$ cat src/rtl/core/sis_ram.sv
// ----------------------------------------------------------------------------
// sis_ram
// generic simple dual-port ram, one write port, one registered read port
// ----------------------------------------------------------------------------
module sis_ram #(
  parameter int WIDTH = 8,
  parameter int DEPTH = 256
) (
  input  logic                     clk,
  input  logic                     we,
  input  logic [$clog2(DEPTH)-1:0] wr_addr,
  input  logic [WIDTH-1:0]         wr_data,
  input  logic [$clog2(DEPTH)-1:0] rd_addr,
  output logic [WIDTH-1:0]         rd_data
);

  logic [WIDTH-1:0] mem [DEPTH];

  always_ff @(posedge clk) begin
    if (we) begin
      mem[wr_addr] <= wr_data;
    end
    rd_data <= mem[rd_addr];
  end

endmodule

$ cat config.mk
export PLATFORM = sky130hd
export DESIGN_NAME = sis_ram
export DESIGN_NICKNAME = d
export VERILOG_FILES = /design/src/rtl/core/sis_ram.sv
export SDC_FILE = /design/constraint.sdc
export NUM_CORES = 2
export LEC_CHECK = 0
export BUFFER_PORTS_ARGS = -buffer_cell sky130_fd_sc_hd__buf_4
export CORE_MARGIN = 2
export CORE_UTILIZATION = 55
export CTS_CLUSTER_DIAMETER = 100
export DETAILED_ROUTE_END_ITERATION = 16
export PLACE_DENSITY = 0.71
export SLEW_MARGIN = 15
export SYNTH_ARGS = -nofsm -noshare
export SYNTH_HDL_FRONTEND = slang
export SYNTH_SLANG_ARGS = --single-unit
$ cat constraint.sdc
create_clock -name clk -period 3.6 [get_ports clk]
set_input_delay 0 -clock clk [delete_from_list [all_inputs] [get_ports clk]]
set_output_delay 0 -clock clk [all_outputs]
set_load 0.03 [all_outputs]
# Yosys cells after proc, flatten, opt, wreduce, memory -nomap -nowiden
# Memory sizes are Yosys's and may differ from the RTL's. A register that Yosys moved wholly into a read port is not among the register bits.
# Cells that the tools add are included.
dict set report totals {
  inputBits 26
  ramBits 2048
  memories 1
  output_inout_bits 8
  wordCells 3
  ff_bits 0
}
# name words word_bits read_ports rd_clocked_by_memory_dff write_ports line_no
set memory_table {}
lappend memory_table {mem 256 8 1 1 1 17} ;# logic [WIDTH-1:0] mem [DEPTH];
dict set report op_classes {
  n_mux 2
}
# cell n
set ops {}
lappend ops {{1-bit two-way mux} 2}

# Logic depth before layout (Yosys ltp)
dict set report depth {
  word_depth 2
  depth_mapped 11
  ltp_nobuf 6
}

# Least setup slack after synthesis
# No wires, ideal clock.
dict set report synth_path {
  path_kind {input port to flip-flop}
  startpoint {in rd_addr[0]}
  endpoint {reg rd_data[2], read port of mem}
  arrival_ns 1.807
  path_buffers 4
  setup_ns 0.131
  slack_ns 1.662
  stages 9
  path_cell_list {buf_6 > buf_12 > buf_8 > buf_2 > mux4_2 > a22oi_1 > a21oi_1 > nor4_1 > nor4_2}
}
# item line_no
set synth_lines {}
lappend synth_lines {{from (decl)} 13} ;# input logic [$clog2(DEPTH)-1:0] rd_addr,
lappend synth_lines {{to (decl)} 14} ;# output logic [WIDTH-1:0] rd_data

==> metrics.txt <==
HP Start=wr_addr[3]; Detail Placement HPWL=116000 um; MaxCap Viol Count=0; Top FF cell, synth=edfxtp_1; CTS root buffer=clkbuf_16; violated checks=design-rule violations; Ports=34; # H-tree levels=4; Port-buffer cells=33; fin crit share=77.7%; Final ANT Viol Nets=0; Initial Utilization=55.4%; sequential cell area fraction in the yosys report=77.5%; antenna violations before repair=4; Placed Instances=5653; worst reg2reg path startpoint=mem[83][6]$_DFFE_PP_; GR Util met2=39.7%; DRC viols=4; Netlist cell types=55; CTS sink cnt=2056; Yosys reg bits=2056; Final GP Congestion=0.846; met1 GRT Util=37.5%; Gate Count Post-Synth=3733; RSZ-0062 raised after global routing=false; # nets final=3994; crit-path max FO=1; DP Area=82900 um2; First-pass DRT Iterations=11; total die area=148000 um2; clk slew on worst S/H paths=0.06 ns; top area cells in the synthesized netlist=edfxtp_1 (77%), mux4_2 (13%), mux2i_1 (1.7%), nor2_1 (1.3%), a22oi_1 (1.3%); run status=finished, violations left; area delta synth->final=12.5%; Hold Path Depth=3; global route hottest layer=met2; top cell type by total area after synthesis=edfxtp_1; Ys Warns=0; Syn Nets=3759; GRT Util Overall=26.0%; critical path type=reg -> reg; WP data required=4.27 ns; Die Width=384 um; share of the synthesized area in the top cell type=77.3%; Final Max Tran Viols=0; Achievable Freq=357 MHz; final WL=190000 um; async set-reset flop share out of synthesis=0%; Hold Vio Cnt, Final=0; Worst Hold Class=in -> reg; WP data arrival=3.47 ns; post-DR wirelength/cell=31.5 um; pin count of the biggest net entering global routing=134; CP endpoint kind=flip-flop; fin area=89500 um2; mean post-synth cell area=21.3 um2; DR vias/cell=6.57; grt ovf=0; layout cells sized above 1=24.2%; final std cells w/o fill=6041; Die H=384 um; CTS Buf Count=197; number of enable flip-flop cells after synthesis=2048; setup TNS=0 ns; Leak Pwr=27.9 nW; FF-to-FF path depth=6; met3 GRT Util=5.96%; PwrDens=553 nW/um2; vias in the first global route=39700; initial DRC count=5297; crit path from=mem[83][6]$_DFFE_PP_; cell row count=139; crit start category=flip-flop; synthesized cell area=79600 um2; fin crit period=2.80 ns; Worst VDD drop=0.518 mV; CTS Buffer Depth=3; flop-to-flop setup slack=0.80 ns; Setup Viol. Count Final=0; Final Skew=0.0220 ns; Worst-Skew Late Latency=0.83 ns; CTS tree=yes; via count=39700; first-pass GRT wire length=275000 um; Worst-Margin Slew=1.16 ns; Core ar.=144000 um2; max_slew headroom=22.5%
## cells in the final DEF, fill, tap and decap left out, types with 4 or more instances in the layout
| master | count |
|---|---|
| nor2b_1 | 28 |
| clkinv_16 | 4 |
| nand2b_1 | 8 |
| nand2_1 | 33 |
| o211ai_1 | 10 |
| nand4_1 | 10 |
| a221oi_1 | 13 |
| buf_12 | 31 |
| bufinv_16 | 21 |
| nor2_1 | 279 |
| buf_8 | 7 |
| nand3_1 | 32 |
| or2_2 | 4 |
| dfxtp_1 | 8 |
| clkinv_1 | 48 |
| a21oi_1 | 96 |
| mux4_2 | 454 |
| a22o_1 | 8 |
| o32ai_1 | 4 |
| o22ai_1 | 28 |
| mux2i_1 | 134 |
| clkbuf_16 | 199 |
| clkinvlp_4 | 6 |
| inv_6 | 5 |
| dlygate4sd3_1 | 19 |
| a211oi_1 | 16 |
| clkinv_2 | 32 |
| nor4_1 | 24 |
| o22a_1 | 5 |
| buf_4 | 209 |
| edfxtp_1 | 2048 |
| a22oi_1 | 133 |
| and2_1 | 6 |
| nor3_1 | 22 |
| o221ai_1 | 46 |
| clkbuf_8 | 5 |
| o21ai_0 | 10 |
| clkbuf_1 | 45 |
## worst max-delay path: stages, from the launching register on
cell and delay, ns:
edfxtp_1 0.36, mux4_2 0.47, a22o_1 0.29, a221oi_2 0.50, o32ai_2 0.18, nor3_1 0.69
nor4_2 0.14
## cell type report
class | count | area (um2)
tap | 1903 | 2380
clock inverter | 121 | 1270
clock buffer | 246 | 5180
multi-input combinational | 1442 | 16500
inverter | 2 | 7.51
fill | 9694 | 54100
sequential | 2056 | 61700
antenna | 2 | 5.00
timing repair buffer | 269 | 2530
## through the flow
step / hold slack (ns) / utilization [%] / setup WS [ns] / power [mW]
floorplan: 0.0989 / - / 1.66 / 28.2
global placement: 0.512 / 57.7 / 0.282 / 29.4
detailed placement: 0.529 / 57.7 / 0.316 / 29.4
CTS: 0.0375 / 62.3 / 0.881 / 49.7
global route: 0.0781 / 62.3 / 0.799 / 50.7
finish: 0.103 / 62.3 / 0.802 / 49.5
## sequential cells by signal, indices dropped and copies added, names as in the netlist
signal	flops
mem	2048
rd_data	8
## cells in the mapped netlist (all sizes together) (2+ instances only)
master / n
and3b: 2
nand3b: 2
nand3: 34
nand2b: 8
a221oi: 14
mux2i: 134
clkbuf: 111
or2: 4
o21ai: 12
dfxtp: 8
nor2: 282
nand4: 10
edfxtp: 2048
o211ai: 10
a31oi: 2
a311oi: 2
a2111oi: 5
and2: 6
a211oi: 16
o22ai: 28
a21oi: 96
buf: 122
nor2b: 31
a22o: 8
o221ai: 47
mux4: 456
a22oi: 133
o22a: 5
nand2: 33
nor3: 22
o32ai: 5
nor4: 27
## logic make-up after synthesis
family	Yosys count	synth area share (%)
buf+inv	235	1.83
flops	2056	77.5
mux	591	14.6
simple gates	466	2.63
compound gates	385	3.42
## routing by layer
layer | part of all wire (%) | vias up
met5 | 0.014 | -
met4 | 3.3 | 4
met3 | 10 | 379
met2 | 47 | 2241
met1 | 39 | 20900
li1 | - | 16200
## power breakdown
| group | switching (mW) | internal (mW) |
|---|---|---|
| Combinational | 1.59 | 0.884 |
| Clock | 8.86 | 11.7 |
| Sequential | 0.0552 | 26.4 |
| Total | 10.5 | 39.0 |
## timing repair
item,4_1_cts,5_1_grt
hold buffers,19,0
hold endpoints to repair,1074,0
setup endpoints to repair,0,0
setup buffers,0,0
gates resized for setup,0,0
## worst paths after layout
check / endpoint
max: rd_data[6]$_DFF_P_
min reg2reg: rd_data[3]$_DFF_P_
min: mem[157][7]$_DFFE_PP_
max reg2reg: rd_data[6]$_DFF_P_
Power figures use the tool's default switching activity.
