[src/rtl/core/sis_pkg.sv]
// ----------------------------------------------------------------------------
// sis_pkg
// shared widths, operation and status codes, and the xorshift step for the
// sparse integer set
// ----------------------------------------------------------------------------
package sis_pkg;

  localparam int SIS_CAP     = 256;
  localparam int SIS_VAL_W   = 8;
  localparam int SIS_CNT_W   = 9;
  localparam int SIS_FUNC_W  = 3;
  localparam int SIS_RNG_W   = 32;
  localparam int SIS_DATA_W  = 24;
  localparam int SIS_STEP_W  = 5;

  localparam logic [SIS_RNG_W-1:0] SIS_RNG_SEED = 32'd1234567;
  localparam int SIS_SH_A = 13;
  localparam int SIS_SH_B = 17;
  localparam int SIS_SH_C = 5;

  typedef enum logic [SIS_FUNC_W-1:0] {
    FN_INSERT   = 3'd0,
    FN_REMOVE   = 3'd1,
    FN_CONTAINS = 3'd2,
    FN_PICK     = 3'd3,
    FN_EXTRACT  = 3'd4
  } func_t;

  typedef enum logic [1:0] {
    ST_OK      = 2'd0,
    ST_PRESENT = 2'd1,
    ST_ABSENT  = 2'd2,
    ST_EMPTY   = 2'd3
  } status_t;

  function automatic logic [SIS_RNG_W-1:0] sis_rng_next(input logic [SIS_RNG_W-1:0] x);
    logic [SIS_RNG_W-1:0] a;
    logic [SIS_RNG_W-1:0] b;
    a = x ^ (x << SIS_SH_A);
    b = a ^ (a >> SIS_SH_B);
    return b ^ (b << SIS_SH_C);
  endfunction

endpackage

[src/rtl/core/sis_divmod.sv]
// ----------------------------------------------------------------------------
// sis_divmod
// restoring remainder unit: 32-bit dividend by 9-bit divisor, one bit a cycle
// ----------------------------------------------------------------------------
module sis_divmod (
  input  logic                           clk,
  input  logic                           rst_n,
  input  logic                           start,
  input  logic [sis_pkg::SIS_RNG_W-1:0]  dividend,
  input  logic [sis_pkg::SIS_CNT_W-1:0]  divisor,
  output logic                           done,
  output logic [sis_pkg::SIS_VAL_W-1:0]  rem
);
  import sis_pkg::*;

  logic                  active_r, active_nxt;
  logic                  done_r, done_nxt;
  logic [SIS_STEP_W-1:0] step_r, step_nxt;
  logic [SIS_RNG_W-1:0]  dvd_r, dvd_nxt;
  logic [SIS_CNT_W-1:0]  dsr_r, dsr_nxt;
  logic [SIS_CNT_W-1:0]  rem_r, rem_nxt;
  logic [SIS_CNT_W:0]    trial;

  always_comb begin
    active_nxt = active_r;
    done_nxt   = 1'b0;
    step_nxt   = step_r;
    dvd_nxt    = dvd_r;
    dsr_nxt    = dsr_r;
    rem_nxt    = rem_r;
    trial      = {rem_r, dvd_r[SIS_RNG_W-1]};
    if (start) begin
      active_nxt = 1'b1;
      step_nxt   = SIS_STEP_W'(SIS_RNG_W - 1);
      dvd_nxt    = dividend;
      dsr_nxt    = divisor;
      rem_nxt    = '0;
    end else if (active_r) begin
      dvd_nxt = dvd_r << 1;
      if (trial >= {1'b0, dsr_r}) begin
        rem_nxt = SIS_CNT_W'(trial - {1'b0, dsr_r});
      end else begin
        rem_nxt = trial[SIS_CNT_W-1:0];
      end
      step_nxt = step_r - 1'b1;
      if (step_r == '0) begin
        active_nxt = 1'b0;
        done_nxt   = 1'b1;
      end
    end
  end

  always_ff @(posedge clk) begin
    if (!rst_n) begin
      active_r <= 1'b0;
      done_r   <= 1'b0;
      step_r   <= '0;
    end else begin
      active_r <= active_nxt;
      done_r   <= done_nxt;
      step_r   <= step_nxt;
    end
    dvd_r <= dvd_nxt;
    dsr_r <= dsr_nxt;
    rem_r <= rem_nxt;
  end

  assign done = done_r;
  assign rem  = rem_r[SIS_VAL_W-1:0];

endmodule

[config.mk]
export PLATFORM = sky130hd
export DESIGN_NAME = sis_divmod
export DESIGN_NICKNAME = d
export VERILOG_FILES = /design/src/rtl/core/sis_pkg.sv /design/src/rtl/core/sis_divmod.sv
export SDC_FILE = /design/constraint.sdc
export NUM_CORES = 1
export LEC_CHECK = 0
export ABC_AREA = 1
export CORE_ASPECT_RATIO = 1.25
export CORE_MARGIN = 1
export CORE_UTILIZATION = 50
export CTS_CLUSTER_SIZE = 28
export DETAILED_ROUTE_END_ITERATION = 6
export DONT_BUFFER_PORTS = 1
export SYNTH_ARGS = -nofsm -noshare
export SYNTH_HDL_FRONTEND = slang
export SYNTH_SLANG_ARGS = --single-unit
[constraint.sdc]
create_clock -name clk -period 2.85 [get_ports clk]
set_clock_uncertainty 0.2 [all_clocks]
set_input_delay 0 -clock clk [delete_from_list [all_inputs] [get_ports clk]]
set_output_delay 0 -clock clk [all_outputs]
set_load 0.01 [all_outputs]
Yosys cells after proc, flatten, opt, wreduce, memory -nomap -nowiden
Index checks and enable logic that the tools add are counted.

$lt $le $gt $ge: 1. Bitwise logic cells: 2. Add/sub/neg operators: 2. Mux-type cells: 9. Reductions and logical operators: 3.

Operator list (count): 32-bit 2-to-1 mux (2); 10-bit by 9-bit greater-or-equal comparator with 1-bit output (1); 5-bit 2-to-1 mux (2); 9-bit 2-to-1 mux (1); 9-bit subtractor (1); 5-bit zero test (1); 5-bit by 1-bit subtractor with 5-bit output, second input constant (1); 1-bit 2-to-1 mux (4); 3-bit OR reduction (1); 1-bit inverter (2); 2-bit nonzero test (1).

Output and inout bits: 9. Word-level logic and storage cells: 23. Input port bits: 44. Register bits: 57.

Logic depth before layout (Yosys ltp)
Gate-level depths: netlist of the first run.

Depth after elaboration: 4. Depth in mapped cells: 13. Gate-level depth less buffers: 13.

Least setup slack after synthesis of the first run
No wires, ideal clock.

Kind: register to register. Start point: register dvd_r[31]. End point: register rem_r[0]. Setup slack: 827 ps. Required time: 2491 ps. Setup time: 159 ps. Period minus slack after synthesis: 2023 ps. Arrival: 1664 ps. Stages on the path, launching flop included: 14. Path buffers: 1. Cell sequence: edfxtp_1 > inv_1 > ha_1 > inv_1 > fa_1 > nand2_1 > nand2_2 > nand3_2 > nand2_2 > nand2_1 > buf_4 > nand3_1 > nand3_1 > o21ai_0.

Longest elaborated chain between the ends: 2. Elaborated cells on any way between the ends: 3. Classes of those cells: add/sub: 1; order compare: 1; mux: 1.

Ends and longest elaborated chain: start: declaration (line sis_divmod.sv:19) `logic [SIS_RNG_W-1:0] dvd_r, dvd_nxt;`; start signal: assignment (line sis_divmod.sv:63) `dvd_r <= dvd_nxt;`; 9-bit subtractor / 10-bit by 9-bit greater-or-equal comparator with 1-bit output (equally long branches) (line sis_divmod.sv:41, sis_divmod.sv:40); 9-bit 2-to-1 mux (*) (line sis_divmod.sv:40) `if (trial >= {1'b0, dsr_r}) begin`; end signal: assignment (line sis_divmod.sv:65) `rem_r <= rem_nxt;`; end: declaration (line sis_divmod.sv:21) `logic [SIS_CNT_W-1:0] rem_r, rem_nxt;`.

Mark *: on every way between the ends. The rest lies on a longest branch, timed or not. A chain may end at the register's enable or synchronous reset.

Worst setup path in the final report of the first run
Start point: register dvd_r[31]. End point: register rem_r[2].

Same word-level chain as after synthesis.

==> results.sh, run 1 <==
export IMPL_run_status="completed"
export IMPL_ys_flop_type="edfxtp_1"
export IMPL_antenna_found_initial=0
export IMPL_io_pins=53
export IMPL_critPathMaxFanout=11
export IMPL_cts_buffers=9
export IMPL_finish_utilization_pct=64.1
export IMPL_ir_drop_uv=492
export IMPL_cts_root_buffer="clkbuf_8"
export IMPL_internal_power_uw=1480
export IMPL_fin_tns_setup_ns=0
export IMPL_grt_pass1_vias=2151
export IMPL_fmax_ghz=0.430
export IMPL_grt_total_usage_pct=20.0
export IMPL_slew_headroom_pct=40.6
export IMPL_ff_latch_area_mm2=0.00155
export IMPL_cts_max_level=3
export IMPL_post_cts_setup_buffer_count=0
export IMPL_switchingPower_uw=476
export IMPL_multi_input_area_mm2=0.00108
export IMPL_cap_viol_max_count=0
export IMPL_hp_start="divisor[0]"
export IMPL_clk_latency_ns=0.33
export IMPL_area_delta_synth_final_pct=21.5
export IMPL_power_leakage_uw=0.00170
export IMPL_row_count=30
export IMPL_routed_wirelength_mm=5.55
export IMPL_path_clk_slew_ns=0.06
export IMPL_grt_ovfl_total=0
export IMPL_pwr_share_seq_pct=51.2
export IMPL_grt_pass1_wl_mm=9.44
export IMPL_yosys_warnings=0
export IMPL_cts_resized=0
export IMPL_num_vias=2192
export IMPL_final_area_mm2=0.00353
export IMPL_critPathLaunchType="register"
export IMPL_seq_area_frac_synth_pct=53.3
export IMPL_reg2reg_slack_ns=0.52
export IMPL_worstMarginPinSlew_ns=0.885
export IMPL_switching_share_pct=24.3
export IMPL_power_density_mw_per_mm2=554
export IMPL_dr_pass1_iters=4
export IMPL_nets=442
export IMPL_p_comb_share_pct=13.2
export IMPL_instances_no_fill=455
export IMPL_gp_congestion=0.784
export IMPL_synth_fp_nets=401
export IMPL_syn_inst=345
export IMPL_worstReg2RegEnd="rem_r[2]"
export IMPL_via_per_inst=4.82
export IMPL_rr_startpoint="dvd_r[31]"
export IMPL_ant_nets=0
export IMPL_synth_seq_cells=57
export IMPL_ff2ff_path_depth=13
export IMPL_drcViolationCount=0
export IMPL_filler_cell_count=472
export IMPL_mostFrequentLayoutCells="nand2_1 (144), inv_1 (44), dlygate4sd3_1 (43)"
export IMPL_synth_area_per_cell_um2=8.44
export IMPL_die_y_um=87.3
export IMPL_fp_dieW_um=70.2
export IMPL_async_reset_ff_share_pct=0
export IMPL_core_mm2=0.00552
export IMPL_cts_sinks=57
export IMPL_place_inst=395
export IMPL_setup_viol=0
export IMPL_period_minus_slack_ns=2.33
export IMPL_cp_end_kind="register"
export IMPL_critPathRequiredTime_ns=2.90
export IMPL_die_area_mm2=0.00613
export IMPL_tritoncts="built"
export IMPL_clock_power_share_pct=35.5
export IMPL_holdPathEnd="dsr_r[0]"
export IMPL_mappedNetlistArea_mm2=0.00291
export IMPL_grt_max_degree=46
export IMPL_start_util_pct=52.7
export IMPL_wl_per_cell_um=12.2
export IMPL_fin_ws_ns=0.522
export IMPL_final_common_cell="nand2_1"
export IMPL_placed_area_mm2=0.00291
export IMPL_cts_buffer_depth=2
export IMPL_drive_gt1_share_pct=5.88
export IMPL_diodes=0
export IMPL_synth_edff_count=41
export IMPL_first_iter_violations=94
export IMPL_min_period_over_period_pct=81.7
export IMPL_dpl_worst_slack_ns=0.543
export IMPL_crit_type="reg -> reg"
export IMPL_dp_hpwl_mm=3.61
export IMPL_rsz0062_at_grt="false"
export IMPL_synthDistinctLibCells=27
export IMPL_min_path_cells=1
export IMPL_io_buffers=0
export IMPL_holdCritPathClass="in -> reg"
export IMPL_hold_viol_final=0
export IMPL_arrival_ns=2.38
export IMPL_finalMaxSlewViolations=0
-- cells by family after synthesis --
group / Yosys count / share of synthesized area, %
flip-flops: 57 / 53.3
XOR/XNOR: 3 / 0.903
AO/OA/AOI/OAI: 16 / 3.01
adder cells (fa/ha/maj): 12 / 5.42
AND/OR/NAND/NOR: 195 / 27.9
buffers and inverters: 62 / 9.46
-- power by group through the flow --
stage	clock network (uW)	logic [uW]	registers, uW
floorplan	0	173	1010
global placement	0	198	1020
detailed placement	0	200	1020
CTS	713	261	1000
global route	749	297	1010
finish	695	259	1000
-- metal layers --
| metal | GRT usage [%] | routed length (um) | up-vias |
|---|---|---|---|
| met3 | 5.67 | 194 | 6 |
| met5 | 0 | 0 | - |
| met4 | 6.55 | 61 | 0 |
| li1 | - | - | 1175 |
| met2 | 34.3 | 2730 | 41 |
| met1 | 24.1 | 2560 | 970 |
-- state kept, by name, summed over array words and instances (netlist names) --
| signal | cells |
|---|---|
| dvd_r | 32 |
| dsr_r | 9 |
| rem_r | 9 |
| step_r | 5 |
| active_r | 1 |
| done | 1 |
-- final cells by class --
| type | instances | area share (%) |
|---|---|---|
| flip-flops and latches | 57 | 43.9 |
| multi-input cells | 226 | 30.7 |
| repair buffers | 47 | 13.4 |
| inverters | 45 | 4.78 |
| clock buffers | 11 | 3.72 |
| well taps | 64 | 2.27 |
| clock inverters | 5 | 1.31 |
-- cells in the mapped netlist, types with 2 or more instances --
| cell type | count | area [um^2] |
|---|---|---|
| nand3b_1 | 4 | 30.0 |
| nor3_1 | 2 | 10.0 |
| nand3_1 | 24 | 120 |
| buf_4 | 9 | 67.6 |
| ha_1 | 11 | 138 |
| nand2_2 | 4 | 25.0 |
| inv_1 | 44 | 165 |
| nand3_2 | 2 | 20.0 |
| dfxtp_1 | 16 | 320 |
| o21ai_0 | 6 | 30.0 |
| nor2_2 | 2 | 12.5 |
| a21oi_1 | 6 | 30.0 |
| clkbuf_1 | 6 | 22.5 |
| nand2_1 | 144 | 541 |
| nand4_1 | 2 | 12.5 |
| edfxtp_1 | 41 | 1230 |
| nor2_1 | 11 | 41.3 |
| xor2_1 | 2 | 17.5 |
-- through the flow --
step / power, uW / hold slack [ns]
after floorplan: 1180 / -0.101
after global placement: 1220 / -0.101
after detailed placement: 1220 / -0.101
after CTS: 1980 / 0.0773
after global routing: 2060 / 0.0910
final: 1960 / 0.0997
-- critical path, stage by stage, from the launching register on --
cell,delay [ns]
edfxtp_1,0.36
inv_1,0.09
ha_1,0.14
inv_1,0.06
fa_1,0.39
nand2_1,0.09
nand2_2,0.07
nand3_2,0.08
nand2_2,0.05
nand2_1,0.27
nand2_2,0.19
nand2_1,0.10
nand3_1,0.07
o21ai_0,0.08
-- worst max path at each step --
stage | cells past startpoint | slack [ns] | end | start
after floorplan | 13 | 0.83 | rem_r[0] | dvd_r[31]
after global placement | 13 | 0.62 | rem_r[0] | dvd_r[31]
after detailed placement | 13 | 0.54 | rem_r[5] | dvd_r[31]
after CTS | 13 | 0.52 | rem_r[5] | dvd_r[31]
after global routing | 13 | 0.35 | rem_r[2] | dvd_r[31]
final | 13 | 0.52 | rem_r[2] | dvd_r[31]
-- timing repair --
item / 4_1_cts / 5_1_grt
endpoints found under the setup margin: 0 / 0
hold buffers: 44 / 0
endpoints found under the hold margin: 66 / 0
No activity file was read; power rests on OpenSTA's default activity.
==> run 2, diff against run 1 <==
==> constraint.sdc (replaced) <==
create_clock -name clk -period 2.4 [get_ports clk]
set_clock_uncertainty 0.2 [all_clocks]
set_input_delay 0 -clock clk [delete_from_list [all_inputs] [get_ports clk]]
set_output_delay 0 -clock clk [all_outputs]
set_load 0.01 [all_outputs]
==> run 2 against run 1 <==
Against the previous run:
- flip-flop and latch count unchanged
- cell count grew 0.66%
- setup slack got worse by 0.26 ns
- hold slack worse by 0.014 ns
- utilization increased by 2.2 points
- clock-buffer cell count is 2 lower
- critical path type unchanged
==> results.sh, run 2 (same netlist as run 1, synthesis figures left out) <==
export IMPL_run_status="completed"
export IMPL_num_vias=2246
export IMPL_gp_congestion=0.827
export IMPL_ir_drop_uv=639
export IMPL_fin_tns_setup_ns=0
export IMPL_start_util_pct=52.7
export IMPL_power_leakage_uw=0.00176
export IMPL_die_y_um=87.3
export IMPL_fmax_ghz=0.468
export IMPL_critPathMaxFanout=6
export IMPL_cts_max_level=3
export IMPL_worstMarginPinSlew_ns=0.406
export IMPL_diodes=0
export IMPL_io_pins=53
export IMPL_top_regs="dvd_r x32, dsr_r x9, rem_r x9"
export IMPL_drcViolationCount=0
export IMPL_dr_pass1_iters=5
export IMPL_wl_per_cell_um=12.2
export IMPL_io_buffers=0
export IMPL_tritoncts="built"
export IMPL_cts_buffers=9
export IMPL_drive_gt1_share_pct=7.36
export IMPL_post_cts_setup_buffer_count=0
export IMPL_via_per_inst=4.90
export IMPL_row_count=30
export IMPL_path_clk_slew_ns=0.07
export IMPL_antenna_found_initial=0
export IMPL_filler_cell_count=437
export IMPL_clk_latency_ns=0.34
export IMPL_ff2ff_path_depth=13
export IMPL_critPathRequiredTime_ns=2.43
export IMPL_first_iter_violations=141
export IMPL_finalMaxSlewViolations=0
export IMPL_grt_ovfl_total=0
export IMPL_cap_viol_max_count=0
export IMPL_grt_max_degree=47
export IMPL_grt_pass1_vias=2098
export IMPL_slew_headroom_pct=72.9
export IMPL_ant_nets=0
export IMPL_core_mm2=0.00552
export IMPL_rr_startpoint="dvd_r[31]"
export IMPL_grt_pass1_wl_mm=9.54
export IMPL_finish_utilization_pct=66.2
export IMPL_dp_hpwl_mm=3.56
export IMPL_worstSetupStartpoint="dvd_r[31]"
export IMPL_grt_total_usage_pct=20.3
export IMPL_crit_end="rem_r[0]"
export IMPL_final_common_cell="nand2_1"
export IMPL_cts_buffer_depth=2
export IMPL_area_delta_synth_final_pct=25.5
export IMPL_crit_type="reg -> reg"
export IMPL_setup_viol=0
export IMPL_period_minus_slack_ns=2.14
export IMPL_die_area_mm2=0.00613
export IMPL_nets=445
export IMPL_power_density_mw_per_mm2=732
export IMPL_cts_sinks=57
export IMPL_rsz0062_at_grt="false"
export IMPL_regMostFlops="dvd_r"
export IMPL_holdCritPathClass="in -> reg"
export IMPL_critPathLaunchType="register"
export IMPL_fp_dieW_um=70.2
export IMPL_mostFrequentLayoutCells="nand2_1 (143), inv_1 (44), dlygate4sd3_1 (44)"
export IMPL_min_period_over_period_pct=89.0
export IMPL_worstReg2RegEnd="rem_r[0]"
export IMPL_cts_root_buffer="clkbuf_8"
export IMPL_hold_viol_final=0
export IMPL_cp_end_kind="register"
export IMPL_arrival_ns=2.17
export IMPL_reg2reg_slack_ns=0.26
export IMPL_largest_reg_flops=32
export IMPL_routed_wirelength_mm=5.57
## run 2: cell types whose count changed in the layout (fill, tap and decap cells not counted)
cell           previous run  this run
nand2_2                   4         5
bufinv_16                 1         4
dlygate4sd3_1            43        44
buf_4                     3         4
clkbuf_1                  2         0
clkinv_1                  4         3
buf_12                    1         2
nand2_1                 144       143
## run 2: layout make-up
type	count	area (um^2)	share of cell area [%]
Clock inverter	7	133	3.63
Clock buffer	9	124	3.39
Multi-Input combinational cell	226	1090	29.7
Sequential cell	57	1550	42.5
Inverter	45	169	4.62
Tap cell	64	80.1	2.19
Timing Repair Buffer	50	510	14.0
## run 2: repair_timing
item                                    CTS  global route
resized for setup                         0             1
hold buffers                             45             0
endpoints found under the hold margin    67             0
endpoints found under the setup margin    0             4
## run 2: through the flow
| stage | cell area, um^2 | setup slack (ns) | hold WS [ns] | cells | total power (uW) |
|---|---|---|---|---|---|
| floorplan | 2910 | 0.377 | -0.101 | 345 | 1400 |
| global placement | 2930 | 0.252 | -0.101 | 397 | 1450 |
| detailed placement | 2930 | 0.205 | -0.101 | 397 | 1450 |
| CTS | 3650 | 0.195 | 0.0776 | 458 | 2700 |
| global route | 3650 | 0.0572 | 0.0817 | 458 | 2780 |
| finish | 3650 | 0.263 | 0.0853 | 458 | 2670 |
## run 2: power by group
part           switching [uW]  internal, uW  leakage [uW]
combinational             173           140       0.00108
sequential               33.1          1160      0.000548
clock                     387           785      0.000128
## run 2: worst min path at each step
stage	start	slack, ns	end	cells past startpoint
2_1_floorplan	divisor[0]	-0.10	dsr_r[0]	0
3_3_place_gp	divisor[2]	-0.10	dsr_r[2]	0
3_5_place_dp	divisor[2]	-0.10	dsr_r[2]	0
4_1_cts	divisor[2]	0.08	dsr_r[2]	1
5_1_grt	divisor[1]	0.08	dsr_r[1]	1
6_report	divisor[2]	0.09	dsr_r[2]	1
## run 2: layer usage
layer / vias up / global-route usage (%) / share of wire (%)
li1: 1178 / - / -
met1: 1004 / 24.2 / 44
met2: 58 / 34.5 / 50
met3: 6 / 4.28 / 5.0
met4: 0 / 10.4 / 1.2
met5: - / 0 / 0
## run 2: worst max-delay path, cell delays in order (launching register included)
cell and delay (ns):
edfxtp_1 0.36, inv_1 0.08, ha_1 0.15, inv_1 0.06, fa_1 0.39, nand2_1 0.09, nand2_2 0.08, nand3_2 0.08
nand2_2 0.06, nand2_2 0.11, buf_4 0.16, nand3_1 0.07, nand3_1 0.08, o21ai_0 0.07
==> run 3, diff against run 2 <==
--- a/config.mk
+++ b/config.mk
@@ -6,12 +6,14 @@
 export NUM_CORES = 1
 export LEC_CHECK = 0
 export ABC_AREA = 1
+export BUFFER_PORTS_ARGS = -buffer_cell sky130_fd_sc_hd__buf_2
 export CORE_ASPECT_RATIO = 1.25
 export CORE_MARGIN = 1
 export CORE_UTILIZATION = 50
 export CTS_CLUSTER_SIZE = 28
 export DETAILED_ROUTE_END_ITERATION = 6
-export DONT_BUFFER_PORTS = 1
+export PLACE_DENSITY = 0.73
+export SETUP_SLACK_MARGIN = 0.5
 export SYNTH_ARGS = -nofsm -noshare
 export SYNTH_HDL_FRONTEND = slang
 export SYNTH_SLANG_ARGS = --single-unit
==> run 3 against run 2 <==
Against the previous run:
- clock power fell by 18%
- hold slack improved by 0.085 ns
- register-to-register slack improved by 0.15 ns
==> results.sh, run 3 (same netlist as run 1, synthesis figures left out) <==
export IMPL_run_status="completed"
export IMPL_ff2ff_path_depth=13
export IMPL_dp_hpwl_mm=3.97
export IMPL_start_util_pct=52.7
export IMPL_ff_latch_area_mm2=0.00155
export IMPL_fin_tns_setup_ns=0
export IMPL_cts_buffer_depth=2
export IMPL_routed_wirelength_mm=7.21
export IMPL_cts_sinks=57
export IMPL_hold_slack_ns=0.170
export IMPL_gp_congestion=0.928
export IMPL_arrival_ns=2.05
export IMPL_core_mm2=0.00552
export IMPL_hold_viol_final=0
export IMPL_crit_path_top_delay_cell="edfxtp_1"
export IMPL_min_period_over_period_pct=82.8
export IMPL_diodes=0
export IMPL_final_common_cell="nand2_1"
export IMPL_min_path_cells=2
export IMPL_dr_pass1_iters=5
export IMPL_critPathMaxFanout=8
export IMPL_fp_dieW_um=70.2
export IMPL_mostFrequentLayoutCells="nand2_1 (139), buf_2 (52), dlygate4sd3_1 (43)"
export IMPL_crit_type="reg -> reg"
export IMPL_grt_total_usage_pct=25.0
export IMPL_regMostFlops="dvd_r"
export IMPL_largest_reg_flops=32
export IMPL_setup_viol=0
export IMPL_antenna_found_initial=0
export IMPL_grt_pass1_wl_mm=11.8
export IMPL_cp_top_family="simple AND/OR/NAND/NOR gates"
export IMPL_cp_end_kind="register"
export IMPL_path_clk_slew_ns=0.07
export IMPL_nets=501
export IMPL_cts_buffers=9
export IMPL_critPathLaunchType="register"
export IMPL_grt_ovfl_total=0
export IMPL_worstMarginPinSlew_ns=0.449
export IMPL_power_leakage_uw=0.00198
export IMPL_first_iter_violations=183
export IMPL_critPathRequiredTime_ns=2.46
export IMPL_holdCritPathClass="in -> reg"
export IMPL_cp_depth=13
export IMPL_via_per_inst=5.06
export IMPL_max_stage_delay_ns=0.37
export IMPL_fmax_ghz=0.503
export IMPL_multi_input_area_mm2=0.00125
export IMPL_cts_root_buffer="clkbuf_8"
export IMPL_grt_max_degree=38
export IMPL_top_regs="dvd_r x32, dsr_r x9, rem_r x9"
export IMPL_period_minus_slack_ns=1.99
export IMPL_row_count=30
export IMPL_wl_per_cell_um=14.0
export IMPL_crit_chain="inv_2, ha_4, inv_2, fa_2, nand2_2, nand2_4, nand3_4, nand2_4, nand2_8, nand2_8, nand2_2, nand3_1, o21ai_1"
export IMPL_slew_headroom_pct=70.0
export IMPL_cap_viol_max_count=0
export IMPL_num_vias=2601
export IMPL_grt_pass1_vias=2623
export IMPL_total_power_uw=2560
export IMPL_power_density_mw_per_mm2=634
export IMPL_tritoncts="built"
export IMPL_finalMaxSlewViolations=0
export IMPL_ant_nets=0
export IMPL_die_area_mm2=0.00613
export IMPL_clk_latency_ns=0.33
export IMPL_drcViolationCount=0
export IMPL_ir_drop_uv=593
export IMPL_rsz0062_at_grt="true"
export IMPL_io_buffers=52
export IMPL_path_buf_inv=2
export IMPL_filler_cell_count=386
export IMPL_area_delta_synth_final_pct=38.9
export IMPL_io_pins=53
export IMPL_drive_gt1_share_pct=23.6
export IMPL_die_y_um=87.3
export IMPL_cts_max_level=3
[run 3: cell count changes in the layout (fill, tap and decap cells not counted), sizes merged]
cell / previous run / this run
buf: 6 / 62
bufinv: 4 / 1
nand2: 148 / 149
clkinvlp: 0 / 2
dlygate4sd3: 44 / 43
clkbuf: 9 / 12
clkinv: 4 / 2
[run 3: per-layer routing]
layer  global-route usage (%)  vias to the layer above  wire length [um]
met2                     44.8                       92              3810
li1                         -                     1293                 -
met5                        0                        -                 0
met4                     8.91                        0                65
met1                     28.9                     1210              2980
met3                     6.25                        6               351
[run 3: timing repair]
item,in CTS,in global routing
hold endpoints to repair,52,0
gates resized for setup,14,5
hold buffers,43,0
endpoints found under the setup margin,9,9
setup buffers,5,0
pin swaps,3,1
cloned,1,0
[run 3: power by group]
part | total, uW | switching [uW] | internal, uW
sequential | 1190 | 34.8 | 1160
combinational | 418 | 227 | 191
clock | 954 | 392 | 562
[run 3: worst paths after layout]
path | endpoint | from | slack (ns)
max | rem_r[0] | dvd_r[31] | 0.41
min | dsr_r[1] | divisor[1] | 0.17
min reg2reg | step_r[3] | step_r[3] | 0.27
max reg2reg | rem_r[0] | dvd_r[31] | 0.41
[run 3: per-stage QoR]
step / std cells / instance area, um^2 / setup slack (ns) / utilization [%]
floorplan: 345 / 2950 / 0.480 / -
global placement: 449 / 3230 / 0.316 / 58.5
detailed placement: 449 / 3230 / 0.245 / 58.5
CTS: 514 / 4010 / 0.485 / 72.7
global route: 514 / 4040 / 0.335 / 73.3
finish: 514 / 4040 / 0.414 / 73.3
[run 3: cell type report]
type | instances | area share (%)
flip-flops and latches | 57 | 38.4
well taps | 64 | 1.98
repair buffers | 105 | 19.3
multi-input cells | 227 | 30.9
clock inverters | 4 | 1.24
inverters | 45 | 4.18
clock buffers | 12 | 4.09
